`config.mk`:
```
export PLATFORM = sky130hd
export DESIGN_NAME = wsc_queue
export DESIGN_NICKNAME = d
export VERILOG_FILES = /design/src/hw/rtl/wsc_pkg.sv /design/src/hw/rtl/wsc_queue.sv
export SDC_FILE = /design/constraint.sdc
export NUM_CORES = 1
export LEC_CHECK = 0
export BUFFER_PORTS_ARGS = -buffer_cell sky130_fd_sc_hd__buf_2
export CORE_ASPECT_RATIO = 1.75
export CORE_MARGIN = 5
export CORE_UTILIZATION = 30
export DETAILED_ROUTE_END_ITERATION = 16
export GPL_TIMING_DRIVEN = 1
export HOLD_SLACK_MARGIN = 0.06
export PLACE_DENSITY = 0.51
export SLEW_MARGIN = 20
export SYNTH_ARGS = -nofsm -noshare
export SYNTH_HDL_FRONTEND = slang
export SYNTH_SLANG_ARGS = --single-unit
export TNS_END_PERCENT = 50
```
`constraint.sdc`:
```
create_clock -name clk_i -period 10.35 [get_ports clk_i]
set_input_delay 1.5525 -clock clk_i [delete_from_list [all_inputs] [get_ports clk_i]]
set_output_delay 1.5525 -clock clk_i [all_outputs]
set_load 0.005 [all_outputs]
```
`src/hw/rtl/wsc_pkg.sv`:
```
// Shared types, widths and constants of the windowed-sinc coefficient block.
`timescale 1ns / 1ps
package wsc_pkg;

  // Field and register widths
  localparam int unsigned KSIZE_W    = 7;
  localparam int unsigned ALPHA_W    = 16;
  localparam int unsigned FRAC_W     = 16;
  localparam int unsigned TAP_W      = 6;
  localparam int unsigned COEF_W     = 16;
  localparam int unsigned CFG_IDX_W  = 2;
  localparam int unsigned CFG_DATA_W = 16;

  localparam int unsigned MAX_TAPS_DEF = 64;

  // Register reset values
  localparam logic [KSIZE_W-1:0] KSIZE_RST = 7'd8;
  localparam logic [ALPHA_W-1:0] ALPHA_ONE = 16'd32768;

  // Configuration register indices
  typedef enum logic [CFG_IDX_W-1:0] {
    CFG_KERNEL_SIZE = 2'd0,
    CFG_HANN_ALPHA  = 2'd1,
    CFG_FRACTION    = 2'd2
  } cfg_reg_e;

  // Q30 arithmetic
  localparam int unsigned Q30_W = 31;
  localparam logic [Q30_W-1:0] ONE_Q30 = 31'd1073741824;
  localparam logic [Q30_W-1:0] SIN_C1  = 31'd1686629713;
  localparam logic [Q30_W-1:0] SIN_C3  = 31'd693598669;
  localparam logic [Q30_W-1:0] SIN_C5  = 31'd85569306;
  localparam logic [Q30_W-1:0] SIN_C7  = 31'd5026995;
  localparam logic [Q30_W-1:0] SIN_C9  = 31'd172272;
  localparam logic [Q30_W-1:0] PI_Q29  = 31'd1686629713;

  // Internal datapath widths
  localparam int unsigned AX_W     = 23;  // |x| in Q16
  localparam int unsigned NN_W     = 6;   // window position
  localparam int unsigned D_W      = 7;   // N - 1
  localparam int unsigned DEN_A_W  = 29;  // (pi * |x|) >> 25
  localparam int unsigned NUM_A_W  = 51;  // sin << 20
  localparam int unsigned QA_W     = 32;  // sinc quotient bits
  localparam int unsigned NUM_B_W  = 23;  // (nn << 17) + d
  localparam int unsigned DEN_B_W  = 8;   // 2 * d
  localparam int unsigned QB_W     = 17;  // window phase quotient bits
  localparam int unsigned SIN_F_W  = 17;  // sine argument, Q16 in [0, 1]

  // Pipeline timing, in cycles after the head of the queue is taken
  localparam int unsigned SIN_LAT = 6;
  localparam int unsigned MAG_AT  = SIN_LAT + QA_W;
  localparam int unsigned H_AT    = QB_W + SIN_LAT + 1;
  localparam int unsigned WIN_AT  = H_AT + 1;

  localparam int unsigned QUEUE_DEPTH = 2;

  // Classified item handed from the front to the back
  typedef struct packed {
    logic               in_range;
    logic               neg;
    logic               xzero;
    logic               centre;
    logic [AX_W-1:0]    ax;
    logic [NN_W-1:0]    nn;
    logic [D_W-1:0]     d;
    logic [ALPHA_W-1:0] alpha;
  } wsc_item_t;

  // Horner coefficients of the sine polynomial, innermost step first
  function automatic logic [Q30_W-1:0] horner_coef(input logic [1:0] k);
    logic [Q30_W-1:0] c;
    unique case (k)
      2'd0: c = SIN_C7;
      2'd1: c = SIN_C5;
      2'd2: c = SIN_C3;
      2'd3: c = SIN_C1;
      default: c = SIN_C1;
    endcase
    return c;
  endfunction

endpackage

```
`src/hw/rtl/wsc_queue.sv`:
```
// Short item queue between the front and the back of the coefficient block.
`timescale 1ns / 1ps
module wsc_queue import wsc_pkg::*; (
  input  logic      clk_i,
  input  logic      rst_ni,
  input  logic      push_i,
  input  wsc_item_t item_i,
  output logic      full_o,
  input  logic      pop_i,
  output logic      empty_o,
  output wsc_item_t item_o
);

  localparam int unsigned PW = (QUEUE_DEPTH > 1) ? $clog2(QUEUE_DEPTH) : 1;

  wsc_item_t       mem_q [QUEUE_DEPTH];
  logic [PW-1:0]   wr_q, wr_d, rd_q, rd_d;
  logic [PW:0]     cnt_q, cnt_d;

  assign full_o  = (cnt_q == (PW+1)'(QUEUE_DEPTH));
  assign empty_o = (cnt_q == '0);
  assign item_o  = mem_q[rd_q];

  // Advance pointers with wrap
  always_comb begin
    wr_d  = wr_q;
    rd_d  = rd_q;
    cnt_d = cnt_q;
    if (push_i) begin
      wr_d = (wr_q == PW'(QUEUE_DEPTH - 1)) ? '0 : wr_q + PW'(1);
    end
    if (pop_i) begin
      rd_d = (rd_q == PW'(QUEUE_DEPTH - 1)) ? '0 : rd_q + PW'(1);
    end
    if (push_i && !pop_i) begin
      cnt_d = cnt_q + (PW+1)'(1);
    end else if (!push_i && pop_i) begin
      cnt_d = cnt_q - (PW+1)'(1);
    end
  end

  always_ff @(posedge clk_i or negedge rst_ni) begin
    if (!rst_ni) begin
      wr_q  <= '0;
      rd_q  <= '0;
      cnt_q <= '0;
    end else begin
      wr_q  <= wr_d;
      rd_q  <= rd_d;
      cnt_q <= cnt_d;
    end
  end

  // Store the pushed beat
  always_ff @(posedge clk_i) begin
    if (push_i) begin
      mem_q[wr_q] <= item_i;
    end
  end

  a_no_overflow: assert property (@(posedge clk_i) disable iff (!rst_ni)
    push_i && !pop_i |-> !full_o)
    else $error("queue pushed while full");

  a_no_underflow: assert property (@(posedge clk_i) disable iff (!rst_ni)
    pop_i |-> !empty_o)
    else $error("queue popped while empty");

endmodule

```
Word-level counts from Yosys, hierarchy flattened
Memory sizes are Yosys's and may differ from the RTL's.
Cells that the tools add are included.
{"block": "word_totals", "ff_bits": 4, "latchBits": 0, "ramBits": 112, "mem_bits_ro": 0, "inputBits": 60, "out_inout_bits": 58, "word_cells": 21, "memories": 1}
{"name": "mem_q", "depth": 2, "word_bits": 56, "rd": 1, "rd_clocked_by_memory_dff": 0, "wr": 1, "line": "wsc_queue.sv:16", "rtl": "wsc_item_t mem_q [QUEUE_DEPTH];"}
{"block": "op_classes", "n_addsub": 4, "multipliers": 0, "n_div": 0, "n_lt_le_gt_ge": 0, "n_eq_ne": 1, "shift": 0, "mux": 6, "bitwise_logic": 0, "n_reduce_logical": 6}
{"op": "$mux W1", "count": 4}
{"op": "$mux W2", "count": 2}
{"op": "$add A1 B1 Y1 const B", "count": 2}
{"op": "$add A2 B1 Y2 const B", "count": 1}
{"op": "$eq A2 B2 Y1 const B", "count": 1}
{"op": "$logic_and A1 B1 Y1", "count": 2}
{"op": "$logic_not A1 Y1", "count": 2}
{"op": "$logic_not A2 Y1", "count": 1}
{"op": "$reduce_bool A2 Y1", "count": 1}
{"op": "$sub A2 B1 Y2 const B", "count": 1}

Logic depth before layout (Yosys ltp)
Gate-level depths: netlist of the first run.
{"block": "depth", "depth_word": 4, "depth_mapped": 5, "depth_no_buf": 5}

Least setup slack after synthesis of the first run
No wires, ideal clock.
{"block": "synth_path", "kind": "input -> register", "start": "input port push_i", "end": "memory mem_q[0][0] (netlist name) (enable)", "setup_time_ns": 0.477, "arrival_time_ns": 4.025, "t_required_ns": 9.873, "slack_ns": 5.848, "cell_stages": 1, "n_path_buf": 0, "cell_sequence": "nor2b_1"}
{"block": "synth_between", "elab_chain_cells": 2}
{"item": "start: declaration", "line": "wsc_queue.sv:6", "rtl": "input logic push_i,"}
{"item": "$mux W1", "line": "wsc_queue.sv:56", "rtl": "if (push_i) begin"}
{"item": "$mux W1 (not written as such)", "line": "wsc_queue.sv:57", "rtl": "mem_q[wr_q] <= item_i;"}
{"item": "end: declaration", "line": "wsc_queue.sv:16"}
Every way passes these cells.

==> qor.yml, run 1 <==
run_status:
  status: "finished, final reports clean"
clock_network:
  clock-sinks: 116
  clk_root_buffer_cell: "clkbuf_16"
  clk_pin_slew_ns: 0.05
  h-tree-depth: 4
  post_cts_buffers: 0
  cts_resized: 0
  cts_tree: "done"
  numCtsBuffers: 17
  clk_latency_ns: 0.39
  holdBufCountCts: 0
  clock_tree.buffer_depth: 2
yosys:
  syn-cell-area_sq_mm: 0.00435
  yosysTopAreaCellShare_pct: 77.4
  synth-edff-count: 112
  synth_area_leaders: "edfxtp_1, mux2_4, mux2_2"
  yosys_warnings: 0
  synth.distinct_cells: 13
  syn_nets: 251
  netlist_top_cells_count: "edfxtp_1, mux2_4, mux2_2"
  async_reset_ff_share_pct: 3.45
  synth.most_common_cell: "edfxtp_1"
  ys_seq_elements: 116
  synth_top_area_cell: "edfxtp_1"
  syn_inst: 190
  syn_avg_cell_area_sq_um: 22.9
  synthFlopType: "edfxtp_1"
  yosysSeqAreaShare_pct: 79.7
detailed_routing:
  drt_wl_total_mm: 8.35
  wl_per_cell_um: 16.2
  vias: 2164
  antenna_left: 0
  via_per_inst: 4.21
  drtIter0Drc: 62
  drcViolationCount: 0
  dr.pass1.iters: 4
floorplan:
  io_pins: 118
  initial_core_util_pct: 30.4
  die_y_um: 169
  row_count: 58
  coreArea_sq_mm: 0.0143
  die-area_sq_mm: 0.0171
  die_w_um: 101
timing:
  skew_ns: 0.00669
  max_slew_margin_pct: 34.7
  setup_viol: 0
  hold_violations: 0
  min_period_ns: 3.61
  worst_pin_slew_ns: 0.980
  rsz0062_at_grt: "false"
  clock.fmax_mhz: 277
  finalSetupTns_ns: 0
  slew_violations: 0
  period_share_pct: 34.9
  finalWorstSetupSlack_ns: 6.74
grt:
  antenna_found_initial: 0
  first_global_vias: 2507
  grt_max_degree: 58
  globalRouteOverflowTotal: 0
  grt_usage_pct: 10.3
  grt_pass1_wl_mm: 13.1
hold_path:
  min-delay-start: "cnt_q[1]$_DFFE_PN0P_"
  min_to: "cnt_q[1]$_DFFE_PN0P_"
  holdPathStages: 1
  min_path_type: "reg -> reg"
setup_path:
  reg2reg_to: "mem_q[0][23]$_DFFE_PP_"
  crit_type: "reg -> out"
  r2r_slack_ns: 8.54
  rr_worst_depth: 2
  cp_max_fo: 57
  start_kind: "flop"
  r2r_start: "wr_q$_DFFE_PN0P_"
  cp-end-kind: "output port"
  worst_ep_required_time_ns: 8.80
  crit_arrival_ns: 2.06
power:
  combPwrFrac_pct: 21.6
  clockPowerShare_pct: 34.8
  intPower_uw: 1210
  power_density_mw_per_mm2: 283
  p_leak_uw: 0.00225
  pwr-share-seq_pct: 43.7
  switching_share_pct: 25.0
  irDropWorstVdd_v: 0.000148
  p_switching_uw: 404
placed_design:
  port_buffers: 117
  place_congestion: 0.663
  pre_cts_slack_ns: 7.09
  dp_hpwl_mm: 5.54
run:
  max_cap_viol_count: 0
final_layout:
  syn_to_final_growth_pct: 31.1
  drive_gt1_share_pct: 61.4
  final.fill_count: 1377
  antennaDiodeCount: 0
  fin_nets: 383
## power groups by stage
stage | registers, uW | clock network [uW] | logic (uW)
2_1_floorplan | 658 | 0 | 268
3_3_place_gp | 713 | 0 | 362
3_5_place_dp | 719 | 0 | 362
4_1_cts | 710 | 578 | 363
5_1_grt | 720 | 602 | 383
6_report | 704 | 561 | 348
## placed cells by master (no fill, tap or decap)
master      netlist  layout
clkbuf_1          0       1
nor2b_1           2       1
clkinvlp_4        0       2
bufinv_16         0       3
nor2_1            2       2
xor2_1            4       4
edfxtp_1        112     112
clkbuf_16         0      17
clkinv_1          0       3
buf_4             0       2
clkinv_2          0       5
ha_1              1       1
mux2_2           26      26
nor2b_4           0       1
inv_1             1       1
dfrtp_4           0       1
xnor2_1           1       1
mux2_4           30      30
dfrtp_1           4       3
buf_2             2     117
and2_2            0       1
## critical path: stages, from the launching register on
cell and delay, ns:
dfrtp_4 1.03, mux2_2 0.42, buf_2 0.13
## per-stage QoR
stage          util, %  total power (uW)  hold WS, ns  cells  instance area (sq um)
2_1_floorplan        -               926        0.455    190                   4350
3_3_place_gp      35.9              1070        0.471    483                   5130
3_5_place_dp      35.9              1080        0.479    483                   5130
4_1_cts           39.9              1650        0.491    514                   5700
5_1_grt           39.9              1700        0.512    514                   5700
6_report          39.9              1610        0.489    514                   5700
## sequential cells by signal, indices dropped and copies added, names as in the netlist
register	count
mem_q	112
cnt_q	2
rd_q	1
wr_q	1
## metal layers
| layer | vias to the layer above | part of all wire [%] | track usage (%) |
|---|---|---|---|
| li1 | 1011 | - | - |
| met1 | 1076 | 35 | 10.2 |
| met2 | 67 | 58 | 19.2 |
| met3 | 10 | 5.3 | 2.92 |
| met4 | 0 | 2.2 | 4.92 |
| met5 | - | 0 | 0 |
## cell families (layout without fill, tap and decap cells)
family                     after synthesis  count (layout)  synth area share, %
DFF                                    116             116                 79.7
xor gates and xnor gates                 5               5                 1.01
adders and majority gates                1               1                0.288
muxes                                   56              56                 17.1
and+or+nand+nor                          5               5                0.604
buffers and inverters                    7             151                 1.35
## final cells by class
type | count | area [sq um] | area share, %
Clock buffer | 18 | 429 | 7.53
Clock inverter | 13 | 141 | 2.48
Inverter | 1 | 3.75 | 0.0658
Multi-Input combinational cell | 67 | 835 | 14.6
Timing Repair Buffer | 119 | 601 | 10.5
Sequential cell | 116 | 3470 | 60.8
Tap cell | 180 | 225 | 3.95
## worst max path at each step
stage	depth (start not counted)	to	startpoint	slack, ns
2_1_floorplan	1	mem_q[0][0]$_DFFE_PP_	push_i	5.85
3_3_place_gp	2	item_o[36]	rd_q$_DFFE_PN0P_	7.11
4_1_cts	2	item_o[36]	rd_q$_DFFE_PN0P_	6.66
3_5_place_dp	2	item_o[36]	rd_q$_DFFE_PN0P_	7.09
6_report	2	item_o[47]	rd_q$_DFFE_PN0P_	6.74
5_1_grt	2	item_o[36]	rd_q$_DFFE_PN0P_	6.62
No activity file was read; power rests on OpenSTA's default activity.
==> inputs of run 2 (changes only) <==
==> constraint.sdc (replaced) <==
create_clock -name clk_i -period 3.6 [get_ports clk_i]
set_input_delay 0.54 -clock clk_i [delete_from_list [all_inputs] [get_ports clk_i]]
set_output_delay 0.54 -clock clk_i [all_outputs]
set_load 0.005 [all_outputs]
==> run 2 against run 1 <==
  * First-iteration DRC count fell by 11%
  * Count of clock-buffer cells in the layout rose by 2
  * Sequential cell count did not move
  * Final area barely moved
  * Register-to-register slack got worse by 6.7 ns
  * Combinational power rose to 2.9 times the previous value
  * Routed wire length fell by 1.7%
==> qor.yml, run 2 (same netlist as run 1, synthesis figures left out) <==
run_status:
  status: "finished, final reports clean"
clock_network:
  clk_root_buffer_cell: "clkbuf_16"
  numCtsBuffers: 17
  clk_pin_slew_ns: 0.05
  clock-sinks: 116
  cts_resized: 0
  h-tree-depth: 4
  clock_tree.buffer_depth: 2
  clk_latency_ns: 0.40
  cts_tree: "done"
  post_cts_buffers: 0
  holdBufCountCts: 1
detailed_routing:
  top_layer: "met4"
  via_per_inst: 4.23
  wl_met2_mm: 4.58
  vias: 2185
  drtIter0Drc: 55
  wl_met3_um: 458
  drt_wl_total_mm: 8.21
  wl_met1_mm: 2.87
  dr.pass1.iters: 3
  antenna_left: 0
  drcViolationCount: 0
  wl_per_cell_um: 15.9
final_layout:
  reg_top3: "mem_q (112), cnt_q (2)"
  largest_reg_flops: 112
  final_cells: 517
  most-common-layout-cells: "buf_2, edfxtp_1, mux2_4"
  top_register: "mem_q"
  fin_nets: 385
  drive_gt1_share_pct: 61.3
  final.fill_count: 1338
  final_common_cell: "buf_2"
  syn_to_final_growth_pct: 31.1
timing:
  holdWs_ns: 0.329
  clock.fmax_mhz: 387
  min_period_ns: 2.59
  finalSetupTns_ns: 0
  rsz0062_at_grt: "false"
  max_slew_margin_pct: 36.0
  slew_violations: 0
  setup_viol: 0
  worst_pin_slew_ns: 0.960
  finalWorstSetupSlack_ns: 1.01
  period_share_pct: 71.9
  skew_ns: 0.00723
  hold_violations: 0
setup_path:
  reg2reg_to: "mem_q[0][32]$_DFFE_PP_"
  crit_path_start: "rd_q$_DFFE_PN0P_"
  start_kind: "flop"
  r2r_start: "wr_q$_DFFE_PN0P_"
  cp_max_fo: 57
  critical-path-max-stage-delay_ns: 1.03
  rr_worst_depth: 2
  cp-end-kind: "output port"
  crit_arrival_ns: 2.05
  crit_type: "reg -> out"
  endpoint: "item_o[33]"
  path_depth: 2
  r2r_slack_ns: 1.81
  cp.buffers_inverters: 1
  worst_ep_required_time_ns: 3.06
  critPathSlowestCell: "dfrtp_4"
  critPathTopFamily: "flip-flops"
  crit_chain: "mux2_2 -> buf_2"
run:
  max_cap_viol_count: 0
power:
  p_switching_uw: 1170
  intPower_uw: 3420
  p_leak_uw: 0.00224
  clockPowerShare_pct: 33.8
  irDropWorstVdd_v: 0.000491
  pwr-share-seq_pct: 44.1
  power_density_mw_per_mm2: 804
  switching_share_pct: 25.5
  combPwrFrac_pct: 22.1
floorplan:
  io_pins: 118
  die-area_sq_mm: 0.0171
  initial_core_util_pct: 30.4
  coreArea_sq_mm: 0.0143
  die_w_um: 101
  die_y_um: 169
  row_count: 58
grt:
  grt_usage_pct: 10.1
  grt_max_degree: 58
  first_global_vias: 2469
  globalRouteOverflowTotal: 0
  grt_pass1_wl_mm: 12.7
  antenna_found_initial: 1
placed_design:
  pre_cts_slack_ns: 1.37
  dp_hpwl_mm: 5.40
  port_buffers: 117
  dp.cells: 484
  place_congestion: 0.664
hold_path:
  min_path_type: "in -> reg"
==> run 2: cell count changes in the layout (fill, tap and decap cells not counted), sizes merged <==
| cell | delta |
|---|---|
| buf | +1 |
| bufinv | -1 |
| clkbuf | +2 |
| clkinv | -1 |
| diode | +1 |
| dlygate4sd3 | +1 |
==> run 2: cell type report <==
class | count | area [sq um] | share of cell area (%)
Sequential cell | 116 | 3470 | 60.8
Multi-Input combinational cell | 67 | 835 | 14.6
Clock buffer | 20 | 437 | 7.66
Timing Repair Buffer | 121 | 618 | 10.8
Inverter | 1 | 3.75 | 0.0658
Tap cell | 180 | 225 | 3.95
Clock inverter | 11 | 113 | 1.98
Antenna cell | 1 | 2.50 | 0.0439
==> run 2: routing by layer <==
layer,track usage (%),up-vias
met3,2.71,17
li1,-,1021
met2,18.4,71
met4,7.06,0
met1,9.57,1076
met5,0,-
==> run 2: power groups by stage <==
stage	clock network [uW]	registers, uW	logic (uW)
5_1_grt	1660	2060	1110
6_report	1550	2020	1010
4_1_cts	1600	2040	1050
3_3_place_gp	0	2050	1040
2_1_floorplan	0	1890	771
3_5_place_dp	0	2060	1050
==> run 2: metrics by stage <==
step                instance area (sq um)  utilization (%)  total power, uW
finish                               5700             39.9             4580
detailed placement                   5140             35.9             3110
floorplan                            4350                -             2660
global placement                     5140             35.9             3090
CTS                                  5700             39.9             4680
global route                         5700             39.9             4840
==> run 2: worst reg2reg max path, stage by stage, from the launching register on <==
cell and delay, ns:
dfrtp_1 0.41, nor2b_4 0.62, buf_4 0.43
==> run 2: how the worst min path moves through the flow <==
stage                          start                      to  slack, ns  depth (start not counted)
final                     item_i[37]  mem_q[0][37]$_DFFE_PP_       0.33                          1
after global routing      item_i[25]  mem_q[1][25]$_DFFE_PP_       0.30                          1
after CTS                 item_i[37]  mem_q[0][37]$_DFFE_PP_       0.30                          1
after detailed placement      rst_ni    cnt_q[1]$_DFFE_PN0P_       0.35                          1
after global placement        rst_ni    cnt_q[1]$_DFFE_PN0P_       0.35                          1
after floorplan               rst_ni    cnt_q[0]$_DFFE_PN0P_       0.24                          0
