--- src/hw/rtl/wsc_pkg.sv ---
// Shared types, widths and constants of the windowed-sinc coefficient block.
`timescale 1ns / 1ps
package wsc_pkg;

  // Field and register widths
  localparam int unsigned KSIZE_W    = 7;
  localparam int unsigned ALPHA_W    = 16;
  localparam int unsigned FRAC_W     = 16;
  localparam int unsigned TAP_W      = 6;
  localparam int unsigned COEF_W     = 16;
  localparam int unsigned CFG_IDX_W  = 2;
  localparam int unsigned CFG_DATA_W = 16;

  localparam int unsigned MAX_TAPS_DEF = 64;

  // Register reset values
  localparam logic [KSIZE_W-1:0] KSIZE_RST = 7'd8;
  localparam logic [ALPHA_W-1:0] ALPHA_ONE = 16'd32768;

  // Configuration register indices
  typedef enum logic [CFG_IDX_W-1:0] {
    CFG_KERNEL_SIZE = 2'd0,
    CFG_HANN_ALPHA  = 2'd1,
    CFG_FRACTION    = 2'd2
  } cfg_reg_e;

  // Q30 arithmetic
  localparam int unsigned Q30_W = 31;
  localparam logic [Q30_W-1:0] ONE_Q30 = 31'd1073741824;
  localparam logic [Q30_W-1:0] SIN_C1  = 31'd1686629713;
  localparam logic [Q30_W-1:0] SIN_C3  = 31'd693598669;
  localparam logic [Q30_W-1:0] SIN_C5  = 31'd85569306;
  localparam logic [Q30_W-1:0] SIN_C7  = 31'd5026995;
  localparam logic [Q30_W-1:0] SIN_C9  = 31'd172272;
  localparam logic [Q30_W-1:0] PI_Q29  = 31'd1686629713;

  // Internal datapath widths
  localparam int unsigned AX_W     = 23;  // |x| in Q16
  localparam int unsigned NN_W     = 6;   // window position
  localparam int unsigned D_W      = 7;   // N - 1
  localparam int unsigned DEN_A_W  = 29;  // (pi * |x|) >> 25
  localparam int unsigned NUM_A_W  = 51;  // sin << 20
  localparam int unsigned QA_W     = 32;  // sinc quotient bits
  localparam int unsigned NUM_B_W  = 23;  // (nn << 17) + d
  localparam int unsigned DEN_B_W  = 8;   // 2 * d
  localparam int unsigned QB_W     = 17;  // window phase quotient bits
  localparam int unsigned SIN_F_W  = 17;  // sine argument, Q16 in [0, 1]

  // Pipeline timing, in cycles after the head of the queue is taken
  localparam int unsigned SIN_LAT = 6;
  localparam int unsigned MAG_AT  = SIN_LAT + QA_W;
  localparam int unsigned H_AT    = QB_W + SIN_LAT + 1;
  localparam int unsigned WIN_AT  = H_AT + 1;

  localparam int unsigned QUEUE_DEPTH = 2;

  // Classified item handed from the front to the back
  typedef struct packed {
    logic               in_range;
    logic               neg;
    logic               xzero;
    logic               centre;
    logic [AX_W-1:0]    ax;
    logic [NN_W-1:0]    nn;
    logic [D_W-1:0]     d;
    logic [ALPHA_W-1:0] alpha;
  } wsc_item_t;

  // Horner coefficients of the sine polynomial, innermost step first
  function automatic logic [Q30_W-1:0] horner_coef(input logic [1:0] k);
    logic [Q30_W-1:0] c;
    unique case (k)
      2'd0: c = SIN_C7;
      2'd1: c = SIN_C5;
      2'd2: c = SIN_C3;
      2'd3: c = SIN_C1;
      default: c = SIN_C1;
    endcase
    return c;
  endfunction

endpackage

--- src/hw/rtl/wsc_front.sv ---
// Front end: configuration registers and classification of each tap index.
`timescale 1ns / 1ps
module wsc_front import wsc_pkg::*; #(
  parameter int unsigned MaxTaps = MAX_TAPS_DEF
) (
  input  logic                  clk_i,
  input  logic                  rst_ni,
  input  logic                  cfg_valid_i,
  output logic                  cfg_ready_o,
  input  logic [CFG_IDX_W-1:0]  cfg_index_i,
  input  logic [CFG_DATA_W-1:0] cfg_data_i,
  input  logic [TAP_W-1:0]      tap_index_i,
  output wsc_item_t             item_o
);

  logic [KSIZE_W-1:0] size_q;
  logic [ALPHA_W-1:0] alpha_q;
  logic [FRAC_W-1:0]  frac_q;

  assign cfg_ready_o = 1'b1;

  // Register writes; unknown indices are dropped
  always_ff @(posedge clk_i or negedge rst_ni) begin
    if (!rst_ni) begin
      size_q  <= KSIZE_RST;
      alpha_q <= '0;
      frac_q  <= '0;
    end else if (cfg_valid_i) begin
      unique case (cfg_reg_e'(cfg_index_i))
        CFG_KERNEL_SIZE: size_q  <= cfg_data_i[KSIZE_W-1:0];
        CFG_HANN_ALPHA:  alpha_q <= cfg_data_i[ALPHA_W-1:0];
        CFG_FRACTION:    frac_q  <= cfg_data_i[FRAC_W-1:0];
        default: ;
      endcase
    end
  end

  logic [KSIZE_W-1:0] n;
  logic [KSIZE_W-1:0] half;
  logic [KSIZE_W-1:0] tap_ext;
  logic [KSIZE_W-1:0] ip1;
  logic [23:0]        a24, b24, x;
  logic [23:0]        xabs;
  logic [KSIZE_W-1:0] mirror;

  // Classify the tap: range, sign of sinc, window position
  always_comb begin
    n       = (int'(size_q) > int'(MaxTaps)) ? KSIZE_W'(MaxTaps) : size_q;
    half    = n >> 1;
    tap_ext = {1'b0, tap_index_i};
    ip1     = tap_ext + KSIZE_W'(1);
    a24     = {1'b0, ip1, 16'b0};
    b24     = {2'b0, n, 15'b0} + {8'b0, frac_q};
    x       = a24 - b24;
    xabs    = x[23] ? (24'd0 - x) : x;
    mirror  = n - KSIZE_W'(1) - tap_ext;

    item_o.in_range = (tap_ext < n);
    item_o.ax       = xabs[AX_W-1:0];
    item_o.xzero    = (x == '0);
    item_o.neg      = xabs[16];
    item_o.centre   = n[0] && (tap_ext == half);
    item_o.nn       = (tap_ext < half) ? tap_index_i : mirror[NN_W-1:0];
    item_o.d        = n - KSIZE_W'(1);
    item_o.alpha    = (alpha_q > ALPHA_ONE) ? ALPHA_ONE : alpha_q;
  end

endmodule

--- config.mk ---
export PLATFORM = sky130hd
export DESIGN_NAME = wsc_front
export DESIGN_NICKNAME = d
export VERILOG_FILES = /design/src/hw/rtl/wsc_pkg.sv /design/src/hw/rtl/wsc_front.sv
export SDC_FILE = /design/constraint.sdc
export NUM_CORES = 1
export LEC_CHECK = 0
export BUFFER_PORTS_ARGS = -buffer_cell sky130_fd_sc_hd__buf_2
export CORE_MARGIN = 5
export CORE_UTILIZATION = 51
export CTS_CLUSTER_DIAMETER = 150
export DETAILED_ROUTE_END_ITERATION = 16
export GPL_ROUTABILITY_DRIVEN = 0
export PLACE_DENSITY_LB_ADDON = 0.08
export SLEW_MARGIN = 20
export SYNTH_ARGS = -nofsm -noshare
export SYNTH_HDL_FRONTEND = slang
export SYNTH_SLANG_ARGS = --single-unit
--- constraint.sdc ---
create_clock -name clk_i -period 5 [get_ports clk_i]
set_clock_uncertainty 0.1 [all_clocks]
set_input_delay 1.25 -clock clk_i [delete_from_list [all_inputs] [get_ports clk_i]]
set_output_delay 1.25 -clock clk_i [all_outputs]
set_load 0.02 [all_outputs]
-- Yosys cells after proc, flatten, opt, wreduce, memory -nomap -nowiden
Index checks and enable logic that the tools add are counted.
- register bits: 39
- bits of input ports: 27
- output and inout bits: 57
- logic and storage cells: 26
- $add $sub $neg: 6
- order comparisons: 4
- eq/ne operators: 3
- multiplexer cells: 4
- reduce and logical (&&, ||, !) cells: 6
- operators with widths (kind ; count):
    logical NOT 24 bit ; 1
    subtractor 23 x 23 -> 24 bit ; 1
    adder 22 x 16 -> 23 bit ; 1
    2-to-1 mux 23 bit ; 1
    subtractor 1 x 23 -> 23 bit, first input constant ; 1
    > comparator 16 bit, second input constant ; 1
    2-to-1 mux 16 bit ; 1
    adder 6 x 1 -> 7 bit, second input constant ; 1
    > comparator 7 bit, second input constant ; 1
    < comparator 6 x 7 -> 1 bit ; 1
    2-to-1 mux 7 bit ; 1
    subtractor 7 x 1 -> 7 bit, second input constant ; 1
    equality test 6 bit ; 1
    < comparator 6 bit ; 1
    2-to-1 mux 6 bit ; 1
    AND reduction 2 bit ; 3
    subtractor 6 bit ; 1
    equality test 2 x 1 -> 1 bit, second input constant ; 1
    equality test 2 bit, second input constant ; 1
    logical NOT 2 bit ; 1
    logical AND 1 bit ; 1

-- Logic depth before layout (Yosys ltp)
Gate-level depths: netlist of run 1.
- depth after elaboration: 6
- gate-level depth with buffers: 18

-- Worst setup path before layout of run 1
Ideal clock, no wire load.
- path kind: input-to-output
- from: in tap_index_i[0]
- to: out item_o[54] (netlist name)
- arrival time: 4246 ps
- data required time: 3650 ps
- slack: -596 ps
- stages: 16
- cells stage by stage: ha_1 > inv_1 > ha_1 > inv_1 > ha_1 > clkbuf_1 > o211ai_1 > a31oi_1 > a221oi_1 > a311oi_1 > a21o_1 > a21oi_2 > buf_2 > o31ai_1 > xnor2_1 > buf_4
- RTL lines (item ; RTL line ; source):
    from (decl) ; wsc_front.sv:12 ; input logic [TAP_W-1:0] tap_index_i,
    to (decl) ; wsc_front.sv:13 ; output wsc_item_t item_o

==> results of run 1 <==
[worst max-delay path by stage]
stage | endpoint | slack [ns] | depth (start not counted)
after floorplan | item_o[54] | -0.29 | 16
after global placement | item_o[51] | -0.36 | 13
after detailed placement | item_o[51] | -0.43 | 16
after CTS | item_o[51] | -0.23 | 16
after global routing | item_o[49] | -0.38 | 16
final | item_o[51] | -0.21 | 16
[cell families after synthesis]
logic type,synth area share
other,0.000907
XOR/XNOR,0.108
AO/OA/AOI/OAI,0.149
AND/OR/NAND/NOR,0.180
buffers and inverters,0.0614
multiplexers,0.109
flip-flops,0.236
adder cells (fa/ha/maj),0.156
[cell usage after synthesis (15+ instances only)]
library cell / count
nor3_1: 15
nor2_1: 25
xor2_1: 17
nand2_1: 34
nor2b_1: 19
mux2_2: 40
a21oi_1: 22
ha_1: 50
dfrtp_1: 38
o21ai_0: 17
inv_1: 49
xnor2_1: 34
[registers in the layout (all words and copies together), names as in the netlist]
| register | count |
|---|---|
| frac_q | 16 |
| alpha_q | 16 |
| size_q | 7 |
[power groups by stage]
stage                     sequential (mW)  combinational [mW]  clock (mW)
after floorplan                     0.415                1.73           0
after CTS                           0.430                2.58       0.267
final                               0.430                2.67       0.261
after global placement              0.431                2.33           0
after global routing                0.442                2.89       0.278
after detailed placement            0.436                2.37           0
[final cells by class]
cell class                 count  area share
sequential                    39       0.177
multi-input combinational    370       0.591
tap                          102      0.0232
clock inverter                 3     0.00795
clock buffer                   5      0.0125
timing repair buffer         127       0.155
inverter                      49      0.0334
[routing by layer]
| metal | global-route usage | vias up |
|---|---|---|
| li1 | - | 1888 |
| met1 | 0.295 | 1795 |
| met2 | 0.352 | 101 |
| met3 | 0.0257 | 8 |
| met4 | 0.0497 | 0 |
| met5 | 0 | - |
[repair_timing]
item	in CTS	in global routing
gates resized for setup	51	18
buffers inserted	4	2
endpoints found under the setup margin	24	24
pin swaps	21	15
endpoints found under the hold margin	0	0
hold buffers	0	0
[per-stage QoR]
stage / utilization / instances / cell area (sq um) / setup WS (ns) / setup TNS [ns]
2_1_floorplan: - / 473 / 4330 / -0.289 / -1.81
3_3_place_gp: 0.651 / 681 / 5080 / -0.356 / -5.81
3_5_place_dp: 0.651 / 681 / 5080 / -0.425 / -7.25
4_1_cts: 0.695 / 693 / 5430 / -0.226 / -3.53
5_1_grt: 0.706 / 695 / 5510 / -0.375 / -7.84
6_report: 0.706 / 695 / 5510 / -0.211 / -3.95
[critical path, cell delays in order]
cell	delay (ns)
buf_8	0.10
ha_4	0.25
inv_2	0.04
ha_4	0.25
inv_2	0.04
ha_4	0.25
buf_6	0.12
a21o_1	0.16
a31oi_1	0.16
o31ai_1	0.11
xor2_1	0.17
nand4b_4	0.22
nor3b_4	0.28
a31oi_2	0.14
xor2_2	0.18
buf_6	0.14
==> summary.json, run 1 <==
{
  "max-clock-path-buffers": 2,
  "combinational_fraction_of_design_power": 0.794,
  "clock_insertion_delay_worst_skew_ns": 0.29,
  "antenna_violations_before_repair": 0,
  "power_switching_share": 0.477,
  "drive_above_1_share": 0.398,
  "setup_repair_after_global_routing_missed_its_margin": "yes",
  "num_io_pins": 84,
  "drcViolationCount": 0,
  "timing.hold.worst.class": "reg -> reg",
  "total_switching_power_mw": 1.60,
  "worst_setup_path_startpoint": "tap_index_i[0]",
  "worstReg2RegEnd": "alpha_q[15]$_DFFE_PN0P_",
  "synthToLayoutAreaGrowth_pct": 33.2,
  "grt_overflow_total": 0,
  "cts_made_buffers": 5,
  "clkSlewWorstSetupHoldPaths_ns": 0.08,
  "worstRegToRegCells": 1,
  "timing.critical_path.required_ns": 3.65,
  "path_max_fanout": 5,
  "setup-violations-final": 24,
  "internal_power_mw": 1.75,
  "startpoint_type": "primary input",
  "worst_slack_ns": -0.211,
  "critPathArrivalTime_ns": 3.86,
  "min_from": "frac_q[1]$_DFFE_PN0P_",
  "yosys_warnings": 0,
  "criticalPathCategory": "in -> out",
  "synthesized_net_count": 551,
  "pwr-share-seq": 0.128,
  "cts_tree": "yes",
  "floorplan.rows": 32,
  "vias_per_cell": 5.46,
  "num_vias": 3792,
  "run_status": "finished with violations",
  "failed_checks": "setup timing",
  "post_synth_instance_area_sq_um": 4140,
  "worst_ir_drop_vdd_mv": 0.295,
  "slew_violations": 0,
  "grt_start_max_net_pins": 40,
  "final_period_minus_worst_setup_slack_ns": 5.21,
  "layout.filler_cells": 620,
  "wirelength_met1_mm": 4.77,
  "fp.dieW_um": 100,
  "power-per-cell-area_nw_per_um2": 609,
  "wl_met2_mm": 4.96,
  "wire_per_inst_um": 14.9,
  "fin_hold_ws_ns": 0.437,
  "grt_first_pass_wirelength_mm": 17.5,
  "tcrit_tclk_final": 1.04,
  "max_cap_violations": 0,
  "cts_root_buffer": "clkbuf_8",
  "layout_commonest_cell": "buf_4",
  "design.core.area_sq_um": 7810,
  "r2r_start": "alpha_q[15]$_DFFE_PN0P_",
  "finalPower_mw": 3.36,
  "synth.avg_cell_area_sq_um": 8.75,
  "synth-edff-count": 0,
  "met3_length_um": 476,
  "dp_hpwl_mm": 8.18,
  "slew_headroom": 0.310,
  "maximum_operating_frequency_mhz": 192,
  "die_h_um": 100,
  "leakage_dissipation_nw": 2.66,
  "worst_setup_path_end_kind": "output pin",
  "synth.top_cell.area_share": 0.230,
  "hold_path_end": "frac_q[1]$_DFFE_PN0P_",
  "ant_nets": 0,
  "multi_input_area_sq_um": 3250,
  "portBuffers": 82,
  "synthArstFlopShare": 1.00,
  "final-seq-area_sq_um": 977,
  "yosys_register_bits": 39,
  "design.die.area_sq_um": 10000,
  "drt-initial-drc-count": 101,
  "number_of_global_route_vias_before_repair": 3801,
  "finish.net_count": 670,
  "yosysTopAreaCell": "dfrtp_1",
  "r2r_setup_slack_ns": 3.95,
  "drt-pass1-iter-count": 4,
  "postRouteWirelength_mm": 10.3,
  "timing.hold.worst_path_depth": 1,
  "layout.cells.most_common_list": "60 x buf_4, 58 x buf_2, 46 x inv_1, 45 x ha_1, 40 x mux2_2",
  "diodes": 0,
  "yosysUniqueCellTypes": 57,
  "clock_tree.htree_level_count": 2,
  "worst-slew-pin-transition_ns": 1.03,
  "report.final.hold_viol_count": 0,
  "postSynth.topFlopCell": "dfrtp_1",
  "pwr-share-clk": 0.078,
  "post_synth_inst_count": 473,
  "topRoutingLayerUsed": "met4",
  "floorplan.initialDensity": 0.530,
  "gr-usage-all-layers": 0.212,
  "clock_sinks": 39,
  "portion_of_the_post_synthesis_area_used_by_sequential_elements": 0.236,
  "synth_area_leaders": "dfrtp_1 23%, ha_1 15%, mux2_2 11%"
}
Note: power is estimated with default switching activity, not from simulation.
==> run 2, diff against run 1 <==
--- a/config.mk
+++ b/config.mk
@@ -5,9 +5,10 @@
 export SDC_FILE = /design/constraint.sdc
 export NUM_CORES = 1
 export LEC_CHECK = 0
+export ABC_AREA = 1
 export BUFFER_PORTS_ARGS = -buffer_cell sky130_fd_sc_hd__buf_2
 export CORE_MARGIN = 5
-export CORE_UTILIZATION = 51
+export CORE_UTILIZATION = 52
 export CTS_CLUSTER_DIAMETER = 150
 export DETAILED_ROUTE_END_ITERATION = 16
 export GPL_ROUTABILITY_DRIVEN = 0
==> run 2 against run 1 <==
  * Final cell count is 40% higher
  * The flow now finishes without violations
  * Largest power group unchanged
  * Combinational power shrank 15%
  * Non-clock buffer count fell by 20
  * Register-to-register slack better by 0.15 ns
  * Fmax is 5.3% higher
  * Worst hold slack got worse by 0.046 ns
  * Critical path depth grew 4
==> summary.json, run 2 <==
{
  "diodes": {"value": 0, "change": "unchanged"},
  "pwr-share-seq": {"value": 0.142, "change": "was 0.128"},
  "post_synth_instance_area": {"value": 4690, "unit": "sq um", "change": "was 4140 sq um"},
  "grt_start_max_net_pins": {"value": 40, "change": "unchanged"},
  "grt_first_pass_wirelength": {"value": 19.9, "unit": "mm", "change": "was 17.5 mm"},
  "layout_commonest_cell": {"value": "nand2_1", "change": "was buf_4"},
  "combinational_fraction_of_design_power": {"value": 0.787, "change": "was 0.794"},
  "drcViolationCount": {"value": 0, "change": "unchanged"},
  "internal_power": {"value": 1.34, "unit": "mW", "change": "was 1.75 mW"},
  "report.final.hold_viol_count": {"value": 0, "change": "unchanged"},
  "clock_sinks": {"value": 39, "change": "unchanged"},
  "clock_tree.htree_level_count": {"value": 2, "change": "unchanged"},
  "yosys_register_bits": {"value": 39, "change": "unchanged"},
  "timing.critical_path.max_delay_family": {"value": "simple AND/OR/NAND/NOR gates", "change": "was adder cells"},
  "die_h": {"value": 105, "unit": "um", "change": "was 100 um"},
  "clock_insertion_delay_worst_skew": {"value": 0.28, "unit": "ns", "change": "was 0.29 ns"},
  "cell_type_of_the_slowest_stage_on_the_worst_timing_path": {"value": "ha_4", "change": "was nor3b_4"},
  "floorplan.initialDensity": {"value": 0.536, "change": "was 0.530"},
  "power_switching_share": {"value": 0.538, "change": "was 0.477"},
  "final_period_minus_worst_setup_slack": {"value": 4.95, "unit": "ns", "change": "was 5.21 ns"},
  "total_switching_power": {"value": 1.56, "unit": "mW", "change": "was 1.60 mW"},
  "tcrit_tclk_final": {"value": 0.989, "change": "was 1.04"},
  "criticalPathCategory": {"value": "in -> out", "change": "unchanged"},
  "startpoint_type": {"value": "primary input", "change": "unchanged"},
  "setup-violations-final": {"value": 0, "change": "was 24"},
  "yosys_warnings": {"value": 0, "change": "unchanged"},
  "slowest_delay": {"value": 0.31, "unit": "ns", "change": "was 0.28 ns"},
  "synth.avg_cell_area": {"value": 6.12, "unit": "sq um", "change": "was 8.75 sq um"},
  "layout.cells.most_common_list": {"value": "196 x nand2_1, 152 x inv_1, 71 x buf_2, 55 x nor2_1, 46 x o21ai_0", "change": "was 60 x buf_4, 58 x buf_2, 46 x inv_1, 45 x ha_1, 40 x mux2_2"},
  "worst_ir_drop_vdd": {"value": 0.259, "unit": "mV", "change": "was 0.295 mV"},
  "postSynth.topFlopCell": {"value": "dfrtp_1", "change": "unchanged"},
  "cp_cell_sequence": {"value": "buf_8 -> ha_4 -> xnor2_2 -> ha_1 -> inv_2 -> ha_4 -> nand2_2 -> inv_2 -> nand3_4 -> nor3_4 -> nand2_2 -> nand2_2 -> nand2_2 -> nand2_4 -> buf_4 -> buf_4 -> inv_1 -> nand3_1 -> nand2_1 -> buf_6", "change": "was buf_8 -> ha_4 -> inv_2 -> ha_4 -> inv_2 -> ha_4 -> buf_6 -> a21o_1 -> a31oi_1 -> o31ai_1 -> xor2_1 -> nand4b_4 -> nor3b_4 -> a31oi_2 -> xor2_2 -> buf_6"},
  "synth_area_leaders": {"value": "dfrtp_1 20%, nand2_1 17%, ha_1 13%", "change": "was dfrtp_1 23%, ha_1 15%, mux2_2 11%"},
  "yosysTopAreaCell": {"value": "dfrtp_1", "change": "unchanged"},
  "largest_registers": {"value": "alpha_q (16), frac_q (16), size_q (7)", "change": "unchanged"},
  "maximum_operating_frequency": {"value": 202, "unit": "MHz", "change": "was 192 MHz"},
  "slew_headroom": {"value": 0.385, "change": "was 0.310"},
  "synthArstFlopShare": {"value": 1.00, "change": "unchanged"},
  "yosys.cell_count.top_type": {"value": "nand2_1", "change": "was ha_1"},
  "synth-edff-count": {"value": 0, "change": "unchanged"},
  "floorplan.rows": {"value": 34, "change": "was 32"},
  "number_of_global_route_vias_before_repair": {"value": 4668, "change": "was 3,801"},
  "worst_setup_path_end_kind": {"value": "output pin", "change": "unchanged"},
  "yosysUniqueCellTypes": {"value": 33, "change": "was 57"},
  "critPathArrivalTime": {"value": 3.60, "unit": "ns", "change": "was 3.86 ns"},
  "max_cap_violations": {"value": 0, "change": "unchanged"},
  "finish.net_count": {"value": 943, "change": "was 670"},
  "wire_per_inst": {"value": 12.1, "unit": "um", "change": "was 14.9 um"},
  "utilization": {"value": 0.663, "change": "was 0.706"},
  "post_synth_inst_count": {"value": 767, "change": "was 473"},
  "run_status": {"value": "finished, final reports clean", "change": "was finished with violations"},
  "cts_made_buffers": {"value": 5, "change": "unchanged"},
  "postRouteWirelength": {"value": 11.7, "unit": "mm", "change": "was 10.3 mm"},
  "drt-pass1-iter-count": {"value": 5, "change": "was 4"},
  "grt_overflow_total": {"value": 0, "change": "unchanged"},
  "setup_repair_after_global_routing_missed_its_margin": {"value": "yes", "change": "unchanged"},
  "synthToLayoutAreaGrowth": {"value": 23.8, "unit": "%", "change": "was 33.2%"},
  "synth.top_cell.area_share": {"value": 0.203, "change": "was 0.230"},
  "vias_per_cell": {"value": 5.03, "change": "was 5.46"},
  "power-per-cell-area": {"value": 499, "unit": "nW/um^2", "change": "was 609 nW/um^2"},
  "cp.buffers_inverters": {"value": 7, "change": "was 5"},
  "worst-slew-pin-transition": {"value": 0.920, "unit": "ns", "change": "was 1.03 ns"},
  "portBuffers": {"value": 82, "change": "unchanged"},
  "portion_of_the_post_synthesis_area_used_by_sequential_elements": {"value": 0.208, "change": "was 0.236"},
  "max-clock-path-buffers": {"value": 2, "change": "unchanged"},
  "slew_violations": {"value": 0, "change": "unchanged"},
  "clkSlewWorstSetupHoldPaths": {"value": 0.07, "unit": "ns", "change": "was 0.08 ns"},
  "cts_root_buffer": {"value": "clkbuf_8", "change": "unchanged"},
  "synth_commonest_cells": {"value": "216 x nand2_1, 159 x inv_1, 67 x nor2_1", "change": "was 50 x ha_1, 49 x inv_1, 40 x mux2_2"},
  "dp_hpwl": {"value": 9.62, "unit": "mm", "change": "was 8.18 mm"},
  "synthesized_net_count": {"value": 845, "change": "was 551"},
  "timing.critical_path.required": {"value": 3.65, "unit": "ns", "change": "about the same"},
  "ant_nets": {"value": 0, "change": "unchanged"},
  "fp.dieW": {"value": 105, "unit": "um", "change": "was 100 um"},
  "pwr-share-clk": {"value": 0.071, "change": "was 0.078"},
  "critPathMostFrequentCell": {"value": "nand2_2", "change": "was ha_4"},
  "ctsHoldBuffers": {"value": 0, "change": "unchanged"},
  "timing.hold.worst.class": {"value": "reg -> reg", "change": "unchanged"},
  "num_vias": {"value": 4893, "change": "was 3,792"},
  "leakage_dissipation": {"value": 3.36, "unit": "nW", "change": "was 2.66 nW"},
  "cts_tree": {"value": "yes", "change": "unchanged"},
  "antenna_violations_before_repair": {"value": 0, "change": "unchanged"},
  "design.core.area": {"value": 8760, "unit": "sq um", "change": "was 7810 sq um"},
  "path_max_fanout": {"value": 4, "change": "was 5"},
  "num_io_pins": {"value": 84, "change": "unchanged"},
  "drive_above_1_share": {"value": 0.252, "change": "was 0.398"},
  "gr-usage-all-layers": {"value": 0.207, "change": "was 0.212"},
  "drt-initial-drc-count": {"value": 194, "change": "was 101"},
  "design.die.area": {"value": 11000, "unit": "sq um", "change": "was 10,000 sq um"},
  "finalPower": {"value": 2.90, "unit": "mW", "change": "was 3.36 mW"}
}
-- run 2: power groups by stage --
stage          Sequential (mW)  Combinational, mW  Clock, mW
6_report                 0.411               2.28      0.207
5_1_grt                  0.418               2.53      0.228
3_5_place_dp             0.416               2.02          0
2_1_floorplan            0.402               1.49          0
4_1_cts                  0.410               2.09      0.211
3_3_place_gp             0.415               1.98          0
-- run 2: area by class of cell --
class,count,area [sq um]
sequential,39,977
inverter,160,606
timing repair buffer,107,668
clock buffer,6,82.6
tap,108,135
clock inverter,1,5.00
fill,827,2960
multi-input combinational,552,3330
-- run 2: cells by family (layout without fill, tap and decap cells) --
logic type | after synthesis | count (layout) | synth area share
flops | 39 | 39 | 0.208
buf+inv | 176 | 274 | 0.146
fa+ha+maj | 51 | 51 | 0.138
compound gates | 79 | 79 | 0.0880
other cells | 1 | 1 | 0.000799
simple gates | 394 | 394 | 0.369
xor+xnor | 27 | 27 | 0.0504
-- run 2: stage by stage --
step                hold WS (ns)  TNS [ns]  area (sq um)  cells  worst slack, ns
global placement           0.372    -0.250          5310    960          -0.0675
detailed placement         0.380     -1.68          5310    960           -0.160
global route               0.420    -0.469          5810    973          -0.0775
finish                     0.392         0          5810    973           0.0536
floorplan                  0.353         0          4690    767           0.0724
CTS                        0.396         0          5490    969          0.00634
-- run 2: worst reg2reg max path: cells and delay by family (launching register included) --
family | cells | cell delay [ns]
AOI/OAI and AO/OA | 1 | 0.09
DFF | 1 | 0.48
and+or+nand+nor | 1 | 0.11
-- run 2: metal layers --
metal | vias to the layer above | GRT usage | share of wire
li1 | 2559 | - | -
met1 | 2246 | 0.259 | 0.43
met2 | 80 | 0.387 | 0.52
met3 | 8 | 0.0234 | 0.038
met4 | 0 | 0.0320 | 0.0068
met5 | - | 0 | 0
-- run 2: path summary, 6_finish.rpt --
check,endpoint,slack [ns],cells past startpoint,startpoint
max in group asynchronous,frac_q[13]$_DFFE_PN0P_,3.33,1,rst_ni
worst min register to register,size_q[3]$_DFFE_PN1P_,0.39,2,size_q[3]$_DFFE_PN1P_
min in group asynchronous,alpha_q[1]$_DFFE_PN0P_,0.96,1,rst_ni
worst min-delay path,size_q[3]$_DFFE_PN1P_,0.39,2,size_q[3]$_DFFE_PN1P_
worst max-delay path,item_o[49],0.05,20,tap_index_i[1]
worst max register to register,size_q[6]$_DFFE_PN0P_,4.10,2,size_q[6]$_DFFE_PN0P_
-- run 2: repair_timing --
| item | CTS | global route |
|---|---|---|
| setup buffers | 2 | 4 |
| gates resized for setup | 20 | 83 |
| setup endpoints to repair | 24 | 24 |
| pin swaps | 7 | 32 |
==> run 3, diff against run 2 <==
--- a/config.mk
+++ b/config.mk
@@ -7,6 +7,7 @@
 export LEC_CHECK = 0
 export ABC_AREA = 1
 export BUFFER_PORTS_ARGS = -buffer_cell sky130_fd_sc_hd__buf_2
+export CORE_ASPECT_RATIO = 0.75
 export CORE_MARGIN = 5
 export CORE_UTILIZATION = 52
 export CTS_CLUSTER_DIAMETER = 150
==> constraint.sdc (replaced) <==
create_clock -name clk_i -period 5 [get_ports clk_i]
set_clock_uncertainty 0.1 [all_clocks]
set_input_delay 0.5 -clock clk_i [delete_from_list [all_inputs] [get_ports clk_i]]
set_output_delay 0.5 -clock clk_i [all_outputs]
set_load 0.02 [all_outputs]
==> run 3 against run 2 <==
  * Register-to-register slack barely moved
  * Via count fell by 2.8%
  * Fmax rose by 18%
  * Utilization fell by 6.9 points
  * Critical endpoint is now item_o[48]
  * Power fell by 7.8%
==> summary.json, run 3 (synthesized netlist as in run 2, its figures left out) <==
{
  "max_cap_violations": {"value": 0, "change": "unchanged"},
  "power-per-cell-area": {"value": 503, "unit": "nW/um^2", "change": "was 499 nW/um^2"},
  "clkSlewWorstSetupHoldPaths": {"value": 0.06, "unit": "ns", "change": "was 0.07 ns"},
  "timing.critical_path.max_delay_family": {"value": "simple AND/OR/NAND/NOR gates", "change": "unchanged"},
  "antenna_violations_before_repair": {"value": 0, "change": "unchanged"},
  "slew_headroom": {"value": 0.346, "change": "was 0.385"},
  "drive_above_1_share": {"value": 0.152, "change": "was 0.252"},
  "worst_setup_path_end_kind": {"value": "output pin", "change": "unchanged"},
  "num_io_pins": {"value": 84, "change": "unchanged"},
  "criticalPathCategory": {"value": "reg -> out", "change": "was in -> out"},
  "critPathArrivalTime": {"value": 3.58, "unit": "ns", "change": "was 3.60 ns"},
  "grt_start_max_net_pins": {"value": 40, "change": "unchanged"},
  "largest_registers": {"value": "alpha_q (16), frac_q (16), size_q (7)", "change": "unchanged"},
  "report.final.hold_viol_count": {"value": 0, "change": "unchanged"},
  "setup-tns-final": {"value": 0, "unit": "ns", "change": "unchanged"},
  "grt_first_pass_wirelength": {"value": 20.1, "unit": "mm", "change": "was 19.9 mm"},
  "worstRegToRegCells": {"value": 2, "change": "unchanged"},
  "worst_ir_drop_vdd": {"value": 0.264, "unit": "mV", "change": "was 0.259 mV"},
  "slowest_delay": {"value": 0.53, "unit": "ns", "change": "was 0.31 ns"},
  "clock_insertion_delay_worst_skew": {"value": 0.27, "unit": "ns", "change": "was 0.28 ns"},
  "cts_made_buffers": {"value": 5, "change": "unchanged"},
  "layout_commonest_cell": {"value": "nand2_1", "change": "unchanged"},
  "setup_repair_after_global_routing_missed_its_margin": {"value": "no", "change": "was yes"},
  "path_max_fanout": {"value": 14, "change": "was 4"},
  "gr-usage-all-layers": {"value": 0.213, "change": "was 0.207"},
  "setup-violations-final": {"value": 0, "change": "unchanged"},
  "cell_type_of_the_slowest_stage_on_the_worst_timing_path": {"value": "dfstp_2", "change": "was ha_4"},
  "final_area": {"value": 5310, "unit": "sq um", "change": "was 5810 sq um"},
  "grt_overflow_total": {"value": 0, "change": "unchanged"},
  "leakage_dissipation": {"value": 3.21, "unit": "nW", "change": "was 3.36 nW"},
  "startpoint_type": {"value": "flop", "change": "was primary input"},
  "slew_violations": {"value": 0, "change": "unchanged"},
  "floorplan.rows": {"value": 30, "change": "was 34"},
  "cp_cell_sequence": {"value": "inv_1 -> nand4_1 -> nand2_1 -> nand2_1 -> inv_1 -> ha_1 -> inv_1 -> ha_1 -> a21oi_1 -> o21ai_0 -> a21oi_1 -> nand2_1 -> nand2_1 -> nand2_2 -> inv_2 -> o21ai_0 -> nand2_1 -> nand2_1 -> nand2_1 -> buf_2", "change": "was buf_8 -> ha_4 -> xnor2_2 -> ha_1 -> inv_2 -> ha_4 -> nand2_2 -> inv_2 -> nand3_4 -> nor3_4 -> nand2_2 -> nand2_2 -> nand2_2 -> nand2_4 -> buf_4 -> buf_4 -> inv_1 -> nand3_1 -> nand2_1 -> buf_6"},
  "cp.buffers_inverters": {"value": 5, "change": "was 7"},
  "cts_tree": {"value": "yes", "change": "unchanged"},
  "run_status": {"value": "finished, final reports clean", "change": "unchanged"},
  "final_period_minus_worst_setup_slack": {"value": 4.18, "unit": "ns", "change": "was 4.95 ns"},
  "die_h": {"value": 92.3, "unit": "um", "change": "was 105 um"},
  "wire_per_inst": {"value": 12.1, "unit": "um", "change": "about the same"},
  "diodes": {"value": 0, "change": "unchanged"},
  "drcViolationCount": {"value": 0, "change": "unchanged"},
  "r2r_setup_slack": {"value": 4.10, "unit": "ns", "change": "about the same"},
  "critPathMostFrequentCell": {"value": "nand2_1", "change": "was nand2_2"},
  "postRouteWirelength": {"value": 11.5, "unit": "mm", "change": "was 11.7 mm"},
  "worst-slew-pin-transition": {"value": 0.979, "unit": "ns", "change": "was 0.920 ns"},
  "maximum_operating_frequency": {"value": 239, "unit": "MHz", "change": "was 202 MHz"},
  "ant_nets": {"value": 0, "change": "unchanged"},
  "timing.critical_path.required": {"value": 4.40, "unit": "ns", "change": "was 3.65 ns"},
  "r2r_start": {"value": "size_q[6]$_DFFE_PN0P_", "change": "unchanged"},
  "tcrit_tclk_final": {"value": 0.836, "change": "was 0.989"},
  "timing.hold.worst.class": {"value": "in -> async", "change": "was reg -> reg"},
  "cts.repair_timing.setup_buffer_count": {"value": 0, "change": "was 2"},
  "drt-pass1-iter-count": {"value": 8, "change": "was 5"},
  "worstReg2RegEnd": {"value": "size_q[6]$_DFFE_PN0P_", "change": "unchanged"},
  "drt-initial-drc-count": {"value": 269, "change": "was 194"},
  "cts_root_buffer": {"value": "clkbuf_16", "change": "was clkbuf_8"},
  "design.die.area": {"value": 11000, "unit": "sq um", "change": "about the same"},
  "max-clock-path-buffers": {"value": 2, "change": "unchanged"},
  "design.core.area": {"value": 8930, "unit": "sq um", "change": "was 8760 sq um"},
  "synthToLayoutAreaGrowth": {"value": 13.1, "unit": "%", "change": "was 23.8%"},
  "floorplan.initialDensity": {"value": 0.525, "change": "was 0.536"},
  "clock_tree.htree_level_count": {"value": 2, "change": "unchanged"},
  "clock_sinks": {"value": 39, "change": "unchanged"},
  "portBuffers": {"value": 82, "change": "unchanged"},
  "layout.cells.most_common_list": {"value": "216 x nand2_1, 159 x inv_1, 82 x buf_2, 67 x nor2_1, 52 x nand3_1", "change": "was 196 x nand2_1, 152 x inv_1, 71 x buf_2, 55 x nor2_1, 46 x o21ai_0"},
  "placed_cell_area": {"value": 5160, "unit": "sq um", "change": "was 5310 sq um"},
  "num_vias": {"value": 4758, "change": "was 4,893"},
  "dp_hpwl": {"value": 9.54, "unit": "mm", "change": "was 9.62 mm"},
  "finish.net_count": {"value": 918, "change": "was 943"},
  "fp.dieW": {"value": 120, "unit": "um", "change": "was 105 um"},
  "ctsHoldBuffers": {"value": 0, "change": "unchanged"},
  "postCtsResizedCells": {"value": 0, "change": "was 20"},
  "number_of_global_route_vias_before_repair": {"value": 4483, "change": "was 4,668"},
  "vias_per_cell": {"value": 5.00, "change": "was 5.03"}
}
==> run 3: cell types whose count changed in the layout (fill, tap and decap cells not counted), moves of 9 or more <==
cell	delta
nand2_1	+20
buf_4	-28
buf_2	+11
nor2_1	+12
nand2_2	-16
nor2_2	-9
==> run 3: final cells by class <==
class	count	area (sq um)
Multi-Input combinational cell	552	3040
Clock inverter	1	5.00
Clock buffer	6	139
Fill cell	921	3630
Tap cell	112	140
Timing Repair Buffer	82	410
Inverter	160	601
Sequential cell	39	977
==> run 3: worst max-delay path by stage <==
stage,start,to,slack (ns),depth (start not counted)
after detailed placement,tap_index_i[1],item_o[48],1.10,20
after global placement,tap_index_i[0],item_o[48],1.23,18
final,size_q[3]$_DFFE_PN1P_,item_o[48],0.82,20
after floorplan,size_q[5]$_DFFE_PN0P_,item_o[28],1.41,15
after global routing,size_q[3]$_DFFE_PN1P_,item_o[48],0.41,20
after CTS,size_q[5]$_DFFE_PN0P_,item_o[48],0.82,20
==> run 3: layer usage <==
metal	vias up	GRT usage	routed length, um
met4	0	0.0305	61
met5	-	0	0
met3	9	0.0302	513
met2	102	0.358	5070
li1	2510	-	-
met1	2137	0.298	5840
==> run 3: per-stage QoR <==
stage          hold WS, ns  setup WS (ns)  instances  power, mW  utilization
3_5_place_dp         0.379           1.10        945       2.35        0.577
6_report             0.238          0.821        952       2.67        0.594
5_1_grt              0.310          0.407        952       2.94        0.594
3_3_place_gp         0.373           1.23        945       2.32        0.577
2_1_floorplan        0.104           1.41        767       1.89            -
4_1_cts              0.269          0.821        952       2.67        0.593
==> run 3: power by group <==
group / switching (mW) / internal, mW
Combinational: 1.29 / 0.652
Clock: 0.119 / 0.195
Sequential: 0.0447 / 0.367
Total: 1.46 / 1.21
